**config.mk**
```make
export PLATFORM = sky130hd
export DESIGN_NAME = aamm_front
export DESIGN_NICKNAME = d
export VERILOG_FILES = /design/src/rtl/aamm_pkg.sv /design/src/rtl/aamm_front.sv
export SDC_FILE = /design/constraint.sdc
export NUM_CORES = 1
export LEC_CHECK = 0
export BUFFER_PORTS_ARGS = -buffer_cell sky130_fd_sc_hd__buf_2
export CORE_MARGIN = 2
export CORE_UTILIZATION = 25
export DETAILED_ROUTE_END_ITERATION = 7
export PLACE_DENSITY_LB_ADDON = 0.12
export SLEW_MARGIN = 5
export SYNTH_ARGS = -nofsm -noshare
export SYNTH_HDL_FRONTEND = slang
export SYNTH_SLANG_ARGS = --single-unit
```
**constraint.sdc**
```tcl
create_clock -name vclk -period 21.5
set_input_delay 1.075 -clock vclk [all_inputs]
set_output_delay 1.075 -clock vclk [all_outputs]
set_load 0.03 [all_outputs]
```
**src/rtl/aamm_pkg.sv**
```systemverilog
// ----------------------------------------------------------------------------
// aamm_pkg
// Shared types, constants and small tables for the axis-angle model matrix
// builder.
// ----------------------------------------------------------------------------
package aamm_pkg;

	typedef logic signed [31:0] word_t;

	localparam int CFG_IDX_W = 3;
	localparam logic [CFG_IDX_W-1:0] REG_TRANS_X = 3'd0;
	localparam logic [CFG_IDX_W-1:0] REG_TRANS_Y = 3'd1;
	localparam logic [CFG_IDX_W-1:0] REG_TRANS_Z = 3'd2;
	localparam logic [CFG_IDX_W-1:0] REG_SCALE_X = 3'd3;
	localparam logic [CFG_IDX_W-1:0] REG_SCALE_Y = 3'd4;
	localparam logic [CFG_IDX_W-1:0] REG_SCALE_Z = 3'd5;

	localparam int DIFF_W = 33;
	localparam int ANG_W  = 34;
	localparam int MUL_W  = 35;
	localparam int MAG_W  = MUL_W - 1;
	localparam int PROD_W = 2 * MAG_W;
	localparam int Q30    = 30;
	localparam int DIVN_W = 64;
	localparam int DIVD_W = 33;
	localparam int QDEPTH = 2;

	localparam logic [63:0] DEG2RAD_FULL = (64'd31415926 << 32) / 64'd1800000000;
	localparam logic [26:0] DEG2RAD_Q32  = DEG2RAD_FULL[26:0];

	typedef struct packed {
		logic [2:0][DIFF_W-1:0] md;
		logic [2:0]             neg;
		logic [DIFF_W-1:0]      m;
		logic                   err;
		logic [31:0]            ang_mag;
		logic                   ang_neg;
	} item_t;

	typedef struct packed {
		logic              start;
		logic [DIVN_W-1:0] dividend;
		logic [DIVD_W-1:0] divisor;
	} div_req_t;

	typedef struct packed {
		logic              busy;
		logic              done;
		logic [DIVN_W-1:0] quot;
	} div_rsp_t;

	// Taylor term divisors: sin uses (2n)(2n+1), cos uses (2n-1)(2n)
	function automatic logic [8:0] series_div(logic [3:0] n, logic is_cos);
		logic [8:0] v;
		v = 9'd1;
		if (is_cos) begin
			unique case (n)
				4'd1: v = 9'd2;
				4'd2: v = 9'd12;
				4'd3: v = 9'd30;
				4'd4: v = 9'd56;
				4'd5: v = 9'd90;
				4'd6: v = 9'd132;
				4'd7: v = 9'd182;
				4'd8: v = 9'd240;
				default: v = 9'd1;
			endcase
		end else begin
			unique case (n)
				4'd1: v = 9'd6;
				4'd2: v = 9'd20;
				4'd3: v = 9'd42;
				4'd4: v = 9'd72;
				4'd5: v = 9'd110;
				4'd6: v = 9'd156;
				4'd7: v = 9'd210;
				4'd8: v = 9'd272;
				default: v = 9'd1;
			endcase
		end
		return v;
	endfunction

	// highest shift k of the full turn needed to reduce a 32-bit magnitude
	function automatic int ang_steps(int fb);
		longint unsigned f;
		int k;
		f = 64'd360 << fb;
		k = 0;
		while ((f << (k + 1)) <= 64'h8000_0000) k++;
		return k;
	endfunction

endpackage

```
**src/rtl/aamm_front.sv**
```systemverilog
// ----------------------------------------------------------------------------
// aamm_front
// Input side: takes an item, forms the axis difference, its magnitudes,
// signs and largest component, flags a zero axis, splits the angle sign.
// ----------------------------------------------------------------------------
module aamm_front (
	input  logic               in_valid,
	output logic               in_stall,
	input  aamm_pkg::word_t    angle_deg,
	input  aamm_pkg::word_t    axis_start_x,
	input  aamm_pkg::word_t    axis_start_y,
	input  aamm_pkg::word_t    axis_start_z,
	input  aamm_pkg::word_t    axis_end_x,
	input  aamm_pkg::word_t    axis_end_y,
	input  aamm_pkg::word_t    axis_end_z,
	input  logic               q_full,
	output logic               push,
	output aamm_pkg::item_t    item
);
	import aamm_pkg::*;

	logic signed [DIFF_W-1:0] d [3];
	logic [DIFF_W-1:0]        mag [3];
	logic [DIFF_W-1:0]        m01;

	always_comb begin
		d[0] = DIFF_W'(axis_end_x) - DIFF_W'(axis_start_x);
		d[1] = DIFF_W'(axis_end_y) - DIFF_W'(axis_start_y);
		d[2] = DIFF_W'(axis_end_z) - DIFF_W'(axis_start_z);
		for (int i = 0; i < 3; i++) begin
			mag[i] = d[i][DIFF_W-1] ? DIFF_W'(-d[i]) : DIFF_W'(d[i]);
			item.md[i]  = mag[i];
			item.neg[i] = d[i][DIFF_W-1];
		end
		m01 = (mag[0] > mag[1]) ? mag[0] : mag[1];
		item.m       = (m01 > mag[2]) ? m01 : mag[2];
		item.err     = (item.m == '0);
		item.ang_neg = angle_deg[31];
		item.ang_mag = angle_deg[31] ? 32'(-angle_deg) : 32'(angle_deg);
	end

	assign in_stall = q_full;
	assign push     = in_valid && !q_full;

endmodule

```
==> metrics list <==
- Outcome: finished, final reports clean
- Relative slew slack: 0.410
- The share of the synthesized area in compound gates (AO/OA/AOI/OAI) is 0.308.
- The placed instances occupy a cell area of 14,600 um2.
- The worst hold path begins at q_full.
- Hold repair after CTS inserted 0 buffers.
- Fill cells in the final layout number between 5,000 and 6,000.
- Leak: about 7.1 nW
* Proportion of synthesized area in mux cells: 0.0417
- Crit path max fanout: 38
- The first global-routing pass estimated 80,300 um of wire.
- The first routing iteration left 868 violations.
- After layout, the clock buffer instance count stands at 0.
- After floorplanning, the core was divided into 80 placement rows.
- Synthesis instantiated 98 different standard cells from the library.
- HPWL after DPL: 47,800 um
- The die covers 50,100 um2.
- Instance count along the most critical hold path: 2
* Sequential cell area: 0 um2
- Register area share after synthesis: 0
- The die is roughly 220 um tall.
- Wires add up to between 50,000 and 60,000 um.
- After synthesis the cells add up to 12,100 um2.
* Final setup violating endpoints: 0
- In the final layout, the share of cells above drive strength 1 is 0.225.
- The pre-antenna-repair detailed-routing pass consisted of 5 iterations.
- Mean instance size in the synthesized netlist: 6.64 um2
- Effective utilization at floorplan: 0.253
- Of the available clock period, the critical path in the final layout requires 0.606.
- Routability cong.: 0.902
- Remaining Overflow, GRT: 0
- In this run the power density over the cells is 115 nW/um2.
- Max Cap Viol: 0
- The Yosys step of the flow raised 0 warnings.
- Once the clock tree was built, the resizer swapped 0 gates to a different size.
* Synthesized instance count: 1,821
* Global-route usage over all layers: 0.202
- Total via count after detailed routing: 14,454
- Startpoint-to-endpoint class of the critical path: input pin to output port
- IO Count: 397
* Final Hold Fails: 0
* Net Count, Synth: roughly 2,200
- Slowest cell delay on critical path: 0.66 ns
- For hold timing, the worst endpoint is in_stall.
* Number of sequential storage elements: 0
- Core Footprint: 47,700 um2
- Number of antenna-violating nets in the routed design: 0
- The clock period could shrink to 13.03 ns.
- IR analysis of the VDD net gives a maximum drop of 0.0000579 V.
- Diodes inserted: 0
- Input and output buffers added on the ports amount to 397.
- Actual slew at the worst max-slew pin: 0.884 ns
- Chip Width: 224 um
- Setup repair after global routing left no endpoint under its margin.
* Vias in the first global route: 13,847
* Mean number of vias per cell: 5.22
- After the last flow step, the layout net total stands at 2,550.
- Entering global routing, the biggest net connects 39 pins.
- Routed length per placed instance: 19.3 um
* Arrival time at the worst endpoint: around 12 ns
- The critical path starts at axis_start_x[0].
- Largest family of logic cells by synthesized area: compound AO/OA/AOI/OAI gates
* Antenna violations before repair: 1
* CP Capture Type: output port
* Kind of path behind the tightest hold check: input pin to output port
- The finished cells cover 14,600 um2.
- Worst path required time: 20.43 ns
* Final count of pins violating max slew: 0
- Type of element launching the critical path: input pin
- Adder and majority cell fraction of the synthesized area: 0.177
* Area growth from synthesis to layout: 20.9%
- Summed over all failing endpoints, the final setup total negative slack is 0 ns.
- Among all stages on the critical path, the largest delay is contributed by sky130_fd_sc_hd__a21o_1.
- DRC violations left: 0
* Maximum clock rate: 76.7 MHz
- Of the total synthesized cell area, the portion taken by XOR and XNOR cells is 0.132.
- Number of buffers inserted by post-CTS setup repair: 0
- Area fraction in and, or, nand and nor cells after synthesis: 0.253
## cells by family (layout without fill, tap and decap cells)
kind of cell	after synthesis	count (layout)
XOR/XNOR	178	178
multiplexers	47	47
adder cells (fa/ha/maj)	169	169
AO/OA/AOI/OAI	555	555
AND/OR/NAND/NOR	595	595
buffers and inverters	277	609
## cell type report
cell class	instances	area, um2	area share
inverter	202	758	0.0519
multi-input combinational	1544	11000	0.754
tap	615	769	0.0527
timing repair buffer	407	2060	0.141
## critical path: cells and delay by family
kind	cells	cell delay, ns
simple gates	14	4.16
compound gates	12	3.77
fa+ha+maj	4	1.27
buf+inv	5	1.07
xor+xnor	1	0.38
mux	1	0.18
## Yosys cell counts (all sizes together) (7+ instances only)
master / number / area [um2]
or3: 27 / 179
nand3b: 8 / 60.1
a221oi: 12 / 105
mux2: 27 / 304
nand4: 32 / 200
nand3: 50 / 250
or4: 15 / 116
nor3: 31 / 155
or2: 20 / 128
xor2: 66 / 601
o31ai: 22 / 170
o21bai: 12 / 90.1
xnor2: 112 / 988
o21ai: 115 / 576
and3: 13 / 81.3
a31oi: 22 / 138
buf: 21 / 118
a21o: 45 / 338
o211ai: 20 / 150
ha: 166 / 2080
mux2i: 20 / 200
clkbuf: 54 / 203
o2111ai: 7 / 61.3
and4: 7 / 61.3
o41ai: 12 / 124
nor2: 140 / 526
a2111oi: 11 / 140
nor4: 21 / 150
nor2b: 20 / 125
o21a: 21 / 158
inv: 202 / 758
nand2b: 20 / 125
a21oi: 157 / 786
and2: 23 / 146
a211oi: 23 / 178
nand2: 149 / 562
a211o: 8 / 70.1
## metrics by stage
stage	utilization	setup slack (ns)	power, W	hold WS [ns]	instances
finish	0.306	8.47	0.00168	2.42	2768
global route	0.306	7.68	0.00181	2.43	2768
CTS	0.306	8.51	0.00168	2.42	2768
detailed placement	0.306	8.53	0.00167	2.42	2768
global placement	0.306	8.81	0.00168	2.43	2768
floorplan	-	8.56	0.00112	2.26	1821
## cells in the final DEF (no fill, tap or decap), drive strengths merged, types with 13 or more instances in the layout
cell type | synthesis | routed
nor4 | 21 | 21
and3 | 13 | 13
mux2i | 20 | 20
or2 | 20 | 20
or4 | 15 | 15
or3 | 27 | 27
a31oi | 22 | 22
o21a | 21 | 21
nand2 | 149 | 149
inv | 202 | 202
nand3 | 50 | 50
a21o | 45 | 45
nand2b | 20 | 20
nand4 | 32 | 32
a211oi | 23 | 23
o21ai | 115 | 115
nor3 | 31 | 31
xnor2 | 112 | 112
a21oi | 157 | 157
buf | 21 | 407
mux2 | 27 | 27
nor2 | 140 | 140
o31ai | 22 | 22
ha | 166 | 166
o211ai | 20 | 20
and2 | 23 | 23
nor2b | 20 | 20
xor2 | 66 | 66
## power breakdown
group / switching, W / internal [W]
Sequential: 0 / 0
Clock: 0 / 0
Combinational: 0.00116 / 0.000520
## routing by layer
| metal | GRT usage | part of all wire |
|---|---|---|
| met5 | 0 | 0 |
| met4 | 0.0254 | 0.015 |
| met3 | 0.0282 | 0.056 |
| met2 | 0.336 | 0.45 |
| met1 | 0.284 | 0.48 |
## how the worst max path moves through the flow
stage,endpoint,cells past startpoint
detailed placement,item[33],36
global placement,item[33],37
finish,item[33],37
floorplan,item[33],39
CTS,item[33],36
global route,item[33],38
Power figures use the tool's default switching activity.
