===== src/rtl/aamm_pkg.sv =====
// ----------------------------------------------------------------------------
// aamm_pkg
// Shared types, constants and small tables for the axis-angle model matrix
// builder.
// ----------------------------------------------------------------------------
package aamm_pkg;

	typedef logic signed [31:0] word_t;

	localparam int CFG_IDX_W = 3;
	localparam logic [CFG_IDX_W-1:0] REG_TRANS_X = 3'd0;
	localparam logic [CFG_IDX_W-1:0] REG_TRANS_Y = 3'd1;
	localparam logic [CFG_IDX_W-1:0] REG_TRANS_Z = 3'd2;
	localparam logic [CFG_IDX_W-1:0] REG_SCALE_X = 3'd3;
	localparam logic [CFG_IDX_W-1:0] REG_SCALE_Y = 3'd4;
	localparam logic [CFG_IDX_W-1:0] REG_SCALE_Z = 3'd5;

	localparam int DIFF_W = 33;
	localparam int ANG_W  = 34;
	localparam int MUL_W  = 35;
	localparam int MAG_W  = MUL_W - 1;
	localparam int PROD_W = 2 * MAG_W;
	localparam int Q30    = 30;
	localparam int DIVN_W = 64;
	localparam int DIVD_W = 33;
	localparam int QDEPTH = 2;

	localparam logic [63:0] DEG2RAD_FULL = (64'd31415926 << 32) / 64'd1800000000;
	localparam logic [26:0] DEG2RAD_Q32  = DEG2RAD_FULL[26:0];

	typedef struct packed {
		logic [2:0][DIFF_W-1:0] md;
		logic [2:0]             neg;
		logic [DIFF_W-1:0]      m;
		logic                   err;
		logic [31:0]            ang_mag;
		logic                   ang_neg;
	} item_t;

	typedef struct packed {
		logic              start;
		logic [DIVN_W-1:0] dividend;
		logic [DIVD_W-1:0] divisor;
	} div_req_t;

	typedef struct packed {
		logic              busy;
		logic              done;
		logic [DIVN_W-1:0] quot;
	} div_rsp_t;

	// Taylor term divisors: sin uses (2n)(2n+1), cos uses (2n-1)(2n)
	function automatic logic [8:0] series_div(logic [3:0] n, logic is_cos);
		logic [8:0] v;
		v = 9'd1;
		if (is_cos) begin
			unique case (n)
				4'd1: v = 9'd2;
				4'd2: v = 9'd12;
				4'd3: v = 9'd30;
				4'd4: v = 9'd56;
				4'd5: v = 9'd90;
				4'd6: v = 9'd132;
				4'd7: v = 9'd182;
				4'd8: v = 9'd240;
				default: v = 9'd1;
			endcase
		end else begin
			unique case (n)
				4'd1: v = 9'd6;
				4'd2: v = 9'd20;
				4'd3: v = 9'd42;
				4'd4: v = 9'd72;
				4'd5: v = 9'd110;
				4'd6: v = 9'd156;
				4'd7: v = 9'd210;
				4'd8: v = 9'd272;
				default: v = 9'd1;
			endcase
		end
		return v;
	endfunction

	// highest shift k of the full turn needed to reduce a 32-bit magnitude
	function automatic int ang_steps(int fb);
		longint unsigned f;
		int k;
		f = 64'd360 << fb;
		k = 0;
		while ((f << (k + 1)) <= 64'h8000_0000) k++;
		return k;
	endfunction

endpackage


===== src/rtl/aamm_queue.sv =====
// ----------------------------------------------------------------------------
// aamm_queue
// Two-entry queue between the input side and the matrix sequencer.
// ----------------------------------------------------------------------------
module aamm_queue (
	input  logic              clk,
	input  logic              arst_n,
	input  logic              push,
	input  aamm_pkg::item_t   item_in,
	input  logic              pop,
	output aamm_pkg::item_t   item_out,
	output logic              full,
	output logic              empty
);
	import aamm_pkg::*;

	localparam int PW = $clog2(QDEPTH);

	item_t          mem_q [QDEPTH];
	logic [PW-1:0]  wr_ptr_q;
	logic [PW-1:0]  rd_ptr_q;
	logic [PW:0]    count_q;

	assign full     = (count_q == (PW+1)'(QDEPTH));
	assign empty    = (count_q == '0);
	assign item_out = mem_q[rd_ptr_q];

	always_ff @(posedge clk or negedge arst_n) begin
		if (!arst_n) begin
			wr_ptr_q <= '0;
			rd_ptr_q <= '0;
			count_q  <= '0;
		end else begin
			if (push) wr_ptr_q <= wr_ptr_q + 1'b1;
			if (pop)  rd_ptr_q <= rd_ptr_q + 1'b1;
			if (push && !pop)      count_q <= count_q + 1'b1;
			else if (pop && !push) count_q <= count_q - 1'b1;
		end
	end

	always_ff @(posedge clk) begin
		if (push) mem_q[wr_ptr_q] <= item_in;
	end

endmodule


===== config.mk =====
export PLATFORM = sky130hd
export DESIGN_NAME = aamm_queue
export DESIGN_NICKNAME = d
export VERILOG_FILES = /design/src/rtl/aamm_pkg.sv /design/src/rtl/aamm_queue.sv
export SDC_FILE = /design/constraint.sdc
export NUM_CORES = 1
export LEC_CHECK = 0
export BUFFER_PORTS_ARGS = -buffer_cell sky130_fd_sc_hd__buf_2
export CAP_MARGIN = 15
export CORE_MARGIN = 1.5
export CORE_UTILIZATION = 56
export CTS_CLUSTER_DIAMETER = 30
export DETAILED_ROUTE_END_ITERATION = 8
export GPL_TIMING_DRIVEN = 0
export PLACE_DENSITY = 0.95
export RECOVER_POWER = 100
export SLEW_MARGIN = 30
export SYNTH_ARGS = -nofsm -noshare
export SYNTH_HDL_FRONTEND = slang
export SYNTH_SLANG_ARGS = --single-unit

===== constraint.sdc =====
create_clock -name clk -period 17.5 [get_ports clk]
set_clock_uncertainty 0.15 [all_clocks]
set_input_delay 0.875 -clock clk [delete_from_list [all_inputs] [get_ports clk]]
set_output_delay 0.875 -clock clk [all_outputs]
set_load 0.01 [all_outputs]

==> reports/metrics.csv, run 1 <==
stage;metric;value;unit
timing;unrepaired setup endpoints after global routing;false;
worst_setup_path;delay of the slowest critical-path stage;2.04;ns
pwr;Worst VDD drop;0.1614;mV
grt;grt ovf;0;
die;# rows;55;
grt;largest net degree at the start of global routing;50;
placed_design;post-placement cell count;1182;
pwr;Clock power frac;38.2;%
pwr;pwr dens;182.9;nW/um2
die;die area;23750;um2
timing;hold slack;0.3475;ns
synth;post-synthesis xor/xnor area fraction;0.3425;%
synth;fraction of the mapped netlist area in compound gates;0;%
finish;most frequent cells in the layout;338 x edfxtp_1, 197 x buf_2, 182 x clkbuf_1, 100 x mux2_1, 61 x clkbuf_16;
clocking;Num Clock Sinks;342;
placed_design;Final HPWL DP;18090;um
placed_design;Placed Area;15180;um2
hold_path;worst hold path cell count;1;
clocking;CTS tree;yes;
clocking;Num CTS Buffers;61;
route;ANT nets after route;0;
placed_design;# port buffers;343;
finish;Finished Cell Area;16340;um2
worst_setup_path;worst path cell trace;clkbuf_1 > and2_0 > clkbuf_1 > clkbuf_1;
worst_setup_path;reg2reg path depth;3;
run_status;failing checks;max-capacitance violations, max-slew violations;
synth;Mapped Avg Cell Area;23.59;um2
timing;worst setup slack after layout;10.77;ns
clocking;H-tree depth;2;
timing;final period utilization;38.43;%
timing;final hold vios;0;
synth;Post-Synth Adder-Cell Area;0.09787;%
route;WL/cell;22.42;um
placed_design;GP Congestion;0.7451;
route;# DRC;0;
worst_setup_path;worst path bufs/invs;3;
clocking;hold_buf cts;1;
timing;Fmax;0.1487;GHz
die;Initial Util;56.81;%
grt;Total GRT Usage;24.27;%
clocking;CTS clock-pin slew for the worst setup and hold paths;0.05;ns
worst_setup_path;Worst Setup Start Kind;input pin;
finish;P&R area growth vs syn;27.78;%
route;Via-to-Cell Ratio;5.289;
route;number of iterations in the first detailed-routing pass;4;
worst_setup_path;crit path DAT;6.68;ns
finish;commonest non-fill, non-tap cell in the layout;edfxtp_1;
worst_setup_path;Crit path max-delay family;buffers and inverters;
timing;final slew viol count;176;
hold_path;Worst Hold Class;input pin to flip-flop;
clocking;# resized after CTS;0;
synth;post-synthesis sequential area ratio;80.17;%
flow_run;max cap viols;4;
grt;initial antenna violation count;7;
run_status;outcome;finished, violations left;
synth;Post-Syn Nets;716;
timing;slew margin rel.;-92.27;%
timing;min Tclk post-route;6.726;ns
worst_setup_path;CP Data Required Time;17.46;ns
timing;final setup fails;0;
clocking;CTS root buf;clkbuf_16;
grt;vias in the first global route;7700;
synth;YS warnings;0;
clocking;clock latency on the worst-skew pair;0.56;ns
route;Final Routed Wirelength;29200;um
die;Die W;154.1;um
timing;Fin Setup TNS;0;ns
synth;distinct cell type count after synthesis;13;
grt;first-pass GRT wire length;42730;um
worst_setup_path;Crit path depth;4;
timing;Worst-Margin Slew;2.884;ns
pwr;Switch Pwr;0.8720;mW
route;Vias;6886;
finish;share of cells above drive strength 1;36.07;%
pwr;sw frac;29.19;%
synth;Yosys reg bits;342;
worst_setup_path;Worst setup EP type;flip-flop;
pwr;power share of the combinational group;23.6;%
die;# IOs;344;
die;core area;22500;um2
pwr;Internal;2.116;mW
synth;Synth Instances;542;
pwr;Leakage;5.950;nW
worst_setup_path;worst-path maximum fanout;48;
worst_setup_path;CP max-delay cell;clkbuf_1;
synth;Synth Cell Area;12780;um2
route;DRT iter0 DRCs;373;
finish;nets;1135;
worst_setup_path;Critical Setup Path Class;input pin to flip-flop;
placed_design;DP Worst Slack;14.67;ns
synth;mux share of post-synthesis cell area;17.82;%
finish;filler cell count;1447;
synth;Simple-Gate Fraction of Synth Area;0.2055;%
synth;main combinational cell family by area after synthesis;multiplexers;
die;chip height;154.1;um
finish;non-filler instance count after layout;1302;
pwr;Sequential Power Share;38.1;%
clocking;Clock Tree Buf Depth;3;
worst_setup_path;cell mode on critical path;clkbuf_1;
clocking;Post-CTS Setup Inserts;0;
==> flip-flops by register name (all words and copies together) (netlist names) <==
| name | cells |
|---|---|
| wr_ptr_q | 1 |
| mem_q | 338 |
| rd_ptr_q | 1 |
| count_q | 2 |
==> cell families (layout without fill, tap and decap cells) <==
logic type	count (synthesis)	after routing
muxes	169	169
and+or+nand+nor	5	5
DFF	342	342
buffers and inverters	20	490
xor gates and xnor gates	5	5
adders and majority gates	1	1
other	0	5
==> metrics by stage <==
stage / power (mW) / utilization, %
global route: 3.094 / 72.59
CTS: 3.185 / 76.50
floorplan: 1.709 / -
detailed placement: 2.017 / 67.45
finish: 2.988 / 72.60
global placement: 1.994 / 66.03
==> path summary, 6_finish.rpt <==
check                        startpoint             to  slack, ns
max in group asynchronous        arst_n       wr_ptr_q      16.38
hold reg to reg              count_q[1]     count_q[1]       0.38
setup reg to reg               wr_ptr_q   mem_q[1][92]      10.92
min in group asynchronous        arst_n     count_q[0]       0.58
hold / removal             item_in[157]  mem_q[0][157]       0.35
setup / recovery                   push   mem_q[1][92]      10.77
==> cells in the mapped netlist <==
library cell  instances  area, um2
edfxtp_1            338      10150
mux2_4              100       1501
mux2_2               69      777.0
buf_6                12      135.1
buf_2                 7      35.03
dfrtp_1               4      100.1
xor2_1                4      35.03
nor2_1                2      7.510
nor2b_1               2      12.51
and2_1                1      6.260
ha_1                  1      12.51
inv_1                 1      3.750
xnor2_1               1      8.760
==> worst register-to-register path, stage by stage (launching register included) <==
cell,delay (ns)
dfrtp_1,0.41
and2_0,1.82
clkbuf_1,1.65
clkbuf_1,2.06
==> power groups by stage <==
stage | registers (mW) | clock network [mW] | logic (mW)
5_1_grt | 1.15 | 1.19 | 0.750
6_report | 1.14 | 1.14 | 0.706
3_3_place_gp | 1.19 | 0 | 0.802
3_5_place_dp | 1.14 | 0 | 0.874
4_1_cts | 1.13 | 1.16 | 0.893
2_1_floorplan | 1.17 | 0 | 0.541
==> area by class of cell <==
type | instances | area, um2 | area share, %
inverters | 1 | 3.754 | 0.02298
flip-flops and latches | 342 | 10250 | 62.74
multi-input cells | 180 | 2027 | 12.41
diodes | 5 | 12.51 | 0.07659
plain buffers | 19 | 71.32 | 0.4365
clock inverters | 48 | 481.7 | 2.949
repair buffers | 356 | 1589 | 9.727
clock buffers | 66 | 1545 | 9.459
well taps | 285 | 356.6 | 2.183
==> metal layers <==
| layer | routed length (um) | up-vias | track usage, % | share of wire [%] |
|---|---|---|---|---|
| met5 | 25 | - | 0 | 0.086 |
| met4 | 1252 | 4 | 12.25 | 4.3 |
| met3 | 2228 | 98 | 7.948 | 7.6 |
| met2 | 15330 | 333 | 43.44 | 53 |
| met1 | 10360 | 3399 | 25.59 | 35 |
| li1 | - | 3052 | - | - |
Power figures use the tool's default switching activity.
==> run 2, diff against run 1 <==
--- a/config.mk
+++ b/config.mk
@@ -8,11 +8,11 @@
 export BUFFER_PORTS_ARGS = -buffer_cell sky130_fd_sc_hd__buf_2
 export CAP_MARGIN = 15
 export CORE_MARGIN = 1.5
-export CORE_UTILIZATION = 56
+export CORE_UTILIZATION = 47
 export CTS_CLUSTER_DIAMETER = 30
 export DETAILED_ROUTE_END_ITERATION = 8
 export GPL_TIMING_DRIVEN = 0
-export PLACE_DENSITY = 0.95
+export PLACE_DENSITY = 0.86
 export RECOVER_POWER = 100
 export SLEW_MARGIN = 30
 export SYNTH_ARGS = -nofsm -noshare
==> constraint.sdc (replaced) <==
create_clock -name clk -period 5.9 [get_ports clk]
set_clock_uncertainty 0.15 [all_clocks]
set_input_delay 0.295 -clock clk [delete_from_list [all_inputs] [get_ports clk]]
set_output_delay 0.295 -clock clk [all_outputs]
set_load 0.01 [all_outputs]
==> run 2 against run 1 <==
Net effect:
- the flow still finishes with violations (max-capacitance violations, max-slew violations)
- first-iteration DRC count grew 37%
- die area grew 19%
- worst hold slack lost 0.038 ns
- routed wire length grew 8.6%
- worst setup slack lost 8.6 ns
- cell count grew 17%
- combinational power grew to 3.2 times the previous value
- sequential share of layout area shrank 6.7 points
- sequential power grew to 2.9 times the previous value
- largest power group is now clock
==> reports/metrics.csv, run 2 (synthesis results as in run 1) <==
stage;metric;value;unit;change
run_status;outcome;finished, violations left;;
run_status;failing checks;max-capacitance violations, max-slew violations;;
clocking;Post-CTS Setup Inserts;0;;unchanged
worst_setup_path;delay of the slowest critical-path stage;1.05;ns;-0.99 ns
timing;final slew viol count;53;;-70%
grt;Total GRT Usage;22.04;%;-2.2 points
timing;Fmax;0.2714;GHz;
finish;Largest register FFs;338;;unchanged
finish;Reg with most FFs;mem_q;;
route;# DRC;0;;unchanged
die;core area;26800;um2;+19%
timing;min Tclk post-route;3.685;ns;
placed_design;GP Congestion;0.7261;;-2.5%
pwr;Overall Power;9.123;mW;+210%
finish;most frequent cells in the layout;338 x edfxtp_1, 209 x clkbuf_1, 173 x dlygate4sd3_1, 157 x buf_2, 101 x mux2_1;;
clocking;# resized after CTS;0;;unchanged
route;Vias;7519;;+9.2%
route;ANT nets after route;0;;unchanged
finish;P&R area growth vs syn;42.98;%;
timing;unrepaired setup endpoints after global routing;false;;
grt;largest net degree at the start of global routing;49;;-2.0%
pwr;Worst VDD drop;0.4057;mV;+150%
route;DRT iter0 DRCs;510;;+37%
route;Final Routed Wirelength;31710;um;+8.6%
finish;share of cells above drive strength 1;28.46;%;-7.6 points
worst_setup_path;crit path DAT;3.70;ns;-2.98 ns
pwr;Sequential Power Share;36.7;%;-1.4 points
die;Initial Util;47.70;%;-9.1 points
placed_design;DP Worst Slack;3.850;ns;-10.82 ns
die;# IOs;344;;unchanged
pwr;Clock power frac;38.3;%;about the same
placed_design;# port buffers;343;;unchanged
die;# rows;60;;+9.1%
route;number of iterations in the first detailed-routing pass;5;;+1
hold_path;Worst Hold Class;input pin to flip-flop;;
worst_setup_path;CP max-delay cell;clkbuf_1;;
worst_setup_path;CP Data Required Time;5.91;ns;-11.55 ns
clocking;CTS root buf;clkbuf_16;;
worst_setup_path;Worst Setup Start Kind;input pin;;
timing;final setup fails;0;;unchanged
finish;fin util;68.21;%;-4.4 points
worst_setup_path;worst path cell trace;dlygate4sd3_1 > clkbuf_1 > nor2b_1 > clkbuf_1 > clkbuf_1;;
pwr;Internal;6.507;mW;+210%
grt;first-pass GRT wire length;47190;um;+10%
worst_setup_path;cell mode on critical path;clkbuf_1;;
die;die area;28200;um2;+19%
clocking;Num CTS Buffers;59;;-3.3%
route;WL/cell;20.86;um;-7.0%
worst_setup_path;Critical Setup Path Class;input pin to flip-flop;;
pwr;pwr dens;499.1;nW/um2;+170%
pwr;power share of the combinational group;24.9;%;+1.3 points
die;chip height;167.9;um;+9.0%
flow_run;max cap viols;2;;-2
timing;Worst-Margin Slew;2.075;ns;-0.8095 ns
timing;worst setup slack after layout;2.215;ns;-8.559 ns
placed_design;post-placement cell count;1238;;+4.7%
grt;initial antenna violation count;2;;-5
route;Via-to-Cell Ratio;4.947;;-6.5%
placed_design;Final HPWL DP;17390;um;-3.8%
clocking;clock latency on the worst-skew pair;0.54;ns;-0.02 ns
clocking;Num Clock Sinks;342;;unchanged
grt;vias in the first global route;8429;;+9.5%
worst_setup_path;Crit path max-delay family;buffers and inverters;;
finish;nets;1305;;+15%
timing;final hold vios;0;;unchanged
clocking;hold_buf cts;173;;+172
worst_setup_path;worst-path maximum fanout;21;;-56%
finish;commonest non-fill, non-tap cell in the layout;edfxtp_1;;
timing;hold slack;0.3092;ns;-0.03828 ns
pwr;Leakage;6.667;nW;+12%
worst_setup_path;Worst setup EP type;flip-flop;;
clocking;Clock Tree Buf Depth;3;;unchanged
worst_setup_path;worst path bufs/invs;4;;+1
clocking;H-tree depth;2;;unchanged
clocking;CTS tree;yes;;
pwr;Switch Pwr;2.615;mW;+200%
finish;non-filler instance count after layout;1520;;+17%
timing;final period utilization;62.46;%;
clocking;CTS clock-pin slew for the worst setup and hold paths;0.06;ns;about the same
grt;grt ovf;0;;unchanged
finish;largest registers;mem_q: 338 flops, count_q: 2 flops;;
timing;slew margin rel.;-38.38;%;+54 points
pwr;sw frac;28.67;%;-0.52 points
die;Die W;167.9;um;+9.0%
run 2: cell types whose count changed in the layout (fill, tap and decap cells not counted), sizes merged:
cell	change
clkbuf	+30
buf	-31
dlygate4sd3	+172
clkinvlp	-1
inv	-3
bufinv	+3
clkinv	-5
diode	-3
run 2: worst register-to-register path: stages, from the launching register on:
cell and delay [ns]:
dfrtp_1 0.41, nor2b_1 0.89, clkbuf_1 1.06, clkbuf_1 0.67
run 2: metal layers:
metal  share of wire (%)  GRT usage, %  up-vias
met5                   0             0        -
met4                 3.4         8.931        0
met3                 7.4         5.407       80
met2                  53         41.29      384
met1                  36         23.76     3692
li1                    -             -     3363
run 2: cell type report:
| cell class | count | area [um2] |
|---|---|---|
| tap | 341 | 426.7 |
| multi-input combinational | 180 | 2027 |
| clock inverter | 42 | 523.0 |
| timing repair buffer | 528 | 3432 |
| fill | 1822 | 8521 |
| clock buffer | 65 | 1541 |
| buffer | 19 | 71.32 |
| sequential | 342 | 10250 |
| antenna | 2 | 5.005 |
| inverter | 1 | 3.754 |
run 2: worst paths after layout:
check	cells after the start	endpoint	slack (ns)	start
setup reg to reg	3	mem_q[0][9]	2.34	wr_ptr_q
max in group asynchronous	3	count_q[1]	4.91	arst_n
min in group asynchronous	3	wr_ptr_q	0.52	arst_n
hold / removal	2	mem_q[0][161]	0.31	item_in[161]
hold reg to reg	1	count_q[1]	0.35	count_q[1]
setup / recovery	5	mem_q[0][9]	2.21	push
run 2: power groups by stage:
stage          combinational (mW)  sequential, mW  clock (mW)
6_report                     2.28            3.35        3.50
5_1_grt                      2.42            3.39        3.63
4_1_cts                      2.69            3.34        3.50
3_5_place_dp                 2.57            3.38           0
3_3_place_gp                 2.39            3.49           0
2_1_floorplan                1.61            3.43           0
run 2: per-stage QoR:
stage / setup TNS (ns) / cell area (um2)
after floorplan: 0 / 12790
after global placement: -448.45 / 14930
after detailed placement: 0 / 15230
after CTS: 0 / 19030
after global routing: 0 / 18280
final: 0 / 18280
==> run 3, diff against run 2 <==
==> constraint.sdc (replaced) <==
create_clock -name clk -period 3.1 [get_ports clk]
set_clock_uncertainty 0.15 [all_clocks]
set_input_delay 0.155 -clock clk [delete_from_list [all_inputs] [get_ports clk]]
set_output_delay 0.155 -clock clk [all_outputs]
set_load 0.01 [all_outputs]
==> run 3 against run 2 <==
Net effect:
- the flow now finishes without violations
- highest routed layer unchanged
- die area stayed put
- critical endpoint is now mem_q[0][101]
- routed wire length rose by 0.50%
- non-clock buffer count down 1
==> reports/metrics.csv, run 3 (synthesis results as in run 1) <==
stage;metric;value;unit;change
clocking;CTS clock-pin slew for the worst setup and hold paths;0.05;ns;about the same
clocking;clock latency on the worst-skew pair;0.54;ns;about the same
worst_setup_path;worst-path maximum fanout;22;;+4.8%
worst_setup_path;delay of the slowest critical-path stage;0.57;ns;-0.48 ns
timing;final hold vios;0;;unchanged
worst_setup_path;worst reg2reg path startpoint;wr_ptr_q;;
clocking;CTS tree;yes;;
die;Die W;167.9;um;unchanged
timing;slew margin rel.;50.05;%;+88 points
timing;Fmax;0.3821;GHz;
worst_setup_path;CP max-delay cell;dlygate4sd3_1;;
timing;final period utilization;84.43;%;
grt;vias in the first global route;8507;;+0.93%
placed_design;# port buffers;343;;unchanged
clocking;hold_buf cts;173;;unchanged
route;Via-to-Cell Ratio;4.993;;+0.94%
clocking;H-tree depth;2;;unchanged
clocking;Num CTS Buffers;59;;unchanged
worst_setup_path;worst path bufs/invs;6;;+2
die;die area;28200;um2;unchanged
finish;P&R area growth vs syn;44.07;%;
placed_design;Final HPWL DP;17640;um;+1.4%
clocking;CTS root buf;clkbuf_16;;
finish;largest registers;mem_q: 338 flops, count_q: 2 flops;;
die;chip height;167.9;um;unchanged
pwr;pwr dens;944.3;nW/um2;+89%
worst_setup_path;cell mode on critical path;buf_16;;
finish;Reg with most FFs;mem_q;;
finish;Sequential cell area;10250;um2;unchanged
worst_setup_path;CP Data Required Time;3.19;ns;-2.72 ns
die;# IOs;344;;unchanged
placed_design;GP Congestion;0.7186;;-1.0%
timing;Worst-Margin Slew;0.7492;ns;-1.325 ns
clocking;Post-CTS Setup Inserts;0;;unchanged
route;DRT iter0 DRCs;421;;-17%
die;Initial Util;47.70;%;unchanged
worst_setup_path;crit path DAT;2.71;ns;-0.99 ns
finish;fin util;68.73;%;+0.52 points
grt;largest net degree at the start of global routing;48;;-2.0%
worst_setup_path;Worst Setup Start Kind;input pin;;
route;Vias;7575;;+0.74%
finish;share of cells above drive strength 1;28.88;%;+0.41 points
placed_design;post-placement cell count;1237;;-0.081%
grt;initial antenna violation count;2;;unchanged
hold_path;worst hold path cell count;2;;unchanged
hold_path;hold path endpoint;mem_q[0][20];;
placed_design;DP Worst Slack;0.8801;ns;-2.969 ns
flow_run;max cap viols;0;;-2
finish;multi-input logic area;2236;um2;+10%
run_status;outcome;finished clean;;
timing;Fin Setup TNS;0;ns;unchanged
timing;final setup fails;0;;unchanged
timing;unrepaired setup endpoints after global routing;false;;
clocking;Clock Tree Buf Depth;3;;unchanged
route;WL/cell;21.01;um;+0.70%
route;ANT nets after route;0;;unchanged
timing;final slew viol count;0;;-100%
worst_setup_path;worst path cell trace;dlygate4sd3_1 > clkbuf_1 > nor2b_4 > buf_16 > buf_16 > clkbuf_2 > buf_16;;
worst_setup_path;Crit path max-delay family;buffers and inverters;;
grt;first-pass GRT wire length;47980;um;+1.7%
finish;filler cell count;1737;;-4.7%
grt;Total GRT Usage;22.54;%;+0.50 points
worst_setup_path;Worst setup EP type;flip-flop;;
route;# DRC;0;;unchanged
finish;most frequent cells in the layout;338 x edfxtp_1, 253 x clkbuf_1, 173 x dlygate4sd3_1, 98 x buf_2, 64 x mux2_4;;
grt;grt ovf;0;;unchanged
route;Final Routed Wirelength;31870;um;+0.50%
finish;non-filler instance count after layout;1517;;-0.20%
hold_path;Worst Min Path Start;item_in[20];;
die;core area;26800;um2;unchanged
finish;commonest non-fill, non-tap cell in the layout;edfxtp_1;;
die;# rows;60;;unchanged
route;number of iterations in the first detailed-routing pass;7;;+2
timing;min Tclk post-route;2.617;ns;
finish;nets;1304;;-0.077%
clocking;# resized after CTS;0;;unchanged
pwr;Leakage;6.750;nW;+1.2%
worst_setup_path;reg2reg path depth;5;;+2
finish;Largest register FFs;338;;unchanged
worst_setup_path;Reg-to-Reg End;mem_q[0][101];;
worst_setup_path;R2R Setup Slk;0.53;ns;-1.81 ns
worst_setup_path;Critical Setup Path Class;input pin to flip-flop;;
pwr;Worst VDD drop;0.6124;mV;+51%
hold_path;Worst Hold Class;input pin to flip-flop;;
timing;worst setup slack after layout;0.4828;ns;-1.732 ns
clocking;Num Clock Sinks;342;;unchanged
run 3: cell count changes in the layout (fill, tap and decap cells not counted), sizes merged:
cell      delta
buf         -47
bufinv       -3
clkinvlp     +1
inv          -3
clkinv       +2
clkbuf      +47
run 3: worst max path at each step:
| stage | from | endpoint | slack (ns) | depth (start not counted) |
|---|---|---|---|---|
| finish | push | mem_q[0][101] | 0.48 | 7 |
| global route | push | mem_q[0][124] | 0.39 | 7 |
| CTS | rd_ptr_q | item_out[63] | 0.80 | 5 |
| detailed placement | wr_ptr_q | mem_q[0][71] | 0.88 | 5 |
| global placement | wr_ptr_q | mem_q[0][71] | -1.64 | 1 |
| floorplan | wr_ptr_q | mem_q[0][0] | -0.40 | 1 |
run 3: routing by layer:
layer | vias up | wire length, um | part of all wire [%] | global-route usage [%]
met2 | 415 | 17410 | 55 | 42.74
met5 | - | 0 | 0 | 0
met4 | 0 | 842 | 2.6 | 8.382
li1 | 3363 | - | - | -
met1 | 3723 | 11020 | 35 | 23.57
met3 | 74 | 2596 | 8.1 | 6.394
run 3: layout make-up:
| cell class | instances | share of cell area, % |
|---|---|---|
| clock inverter | 39 | 2.167 |
| antenna | 2 | 0.02717 |
| sequential | 342 | 55.65 |
| timing repair buffer | 527 | 18.45 |
| multi-input combinational | 180 | 12.14 |
| buffer | 19 | 0.8423 |
| clock buffer | 66 | 8.389 |
| tap | 341 | 2.316 |
| inverter | 1 | 0.02038 |
run 3: worst reg2reg max path, stage by stage (launching register included):
cell      delay, ns
dfrtp_1        0.44
nor2b_4        0.48
buf_16         0.24
buf_16         0.17
clkbuf_2       0.54
buf_16         0.24
run 3: per-stage QoR:
stage | area [um2] | hold WS (ns) | power, mW
floorplan | 12790 | -0.2906 | 9.501
global placement | 14940 | -0.1829 | 11.06
detailed placement | 15230 | -0.1784 | 11.31
CTS | 18900 | 0.1584 | 17.75
global route | 18420 | 0.1651 | 18.04
finish | 18420 | 0.1841 | 17.39
run 3: power breakdown:
| group | switching, mW | total, mW | internal (mW) | leakage (nW) |
|---|---|---|---|---|
| Combinational | 2.56 | 4.70 | 2.14 | 2.59 |
| Clock | 2.15 | 6.29 | 4.13 | 0.938 |
| Sequential | 0.259 | 6.40 | 6.14 | 3.22 |
| Total | 4.98 | 17.4 | 12.4 | 6.75 |
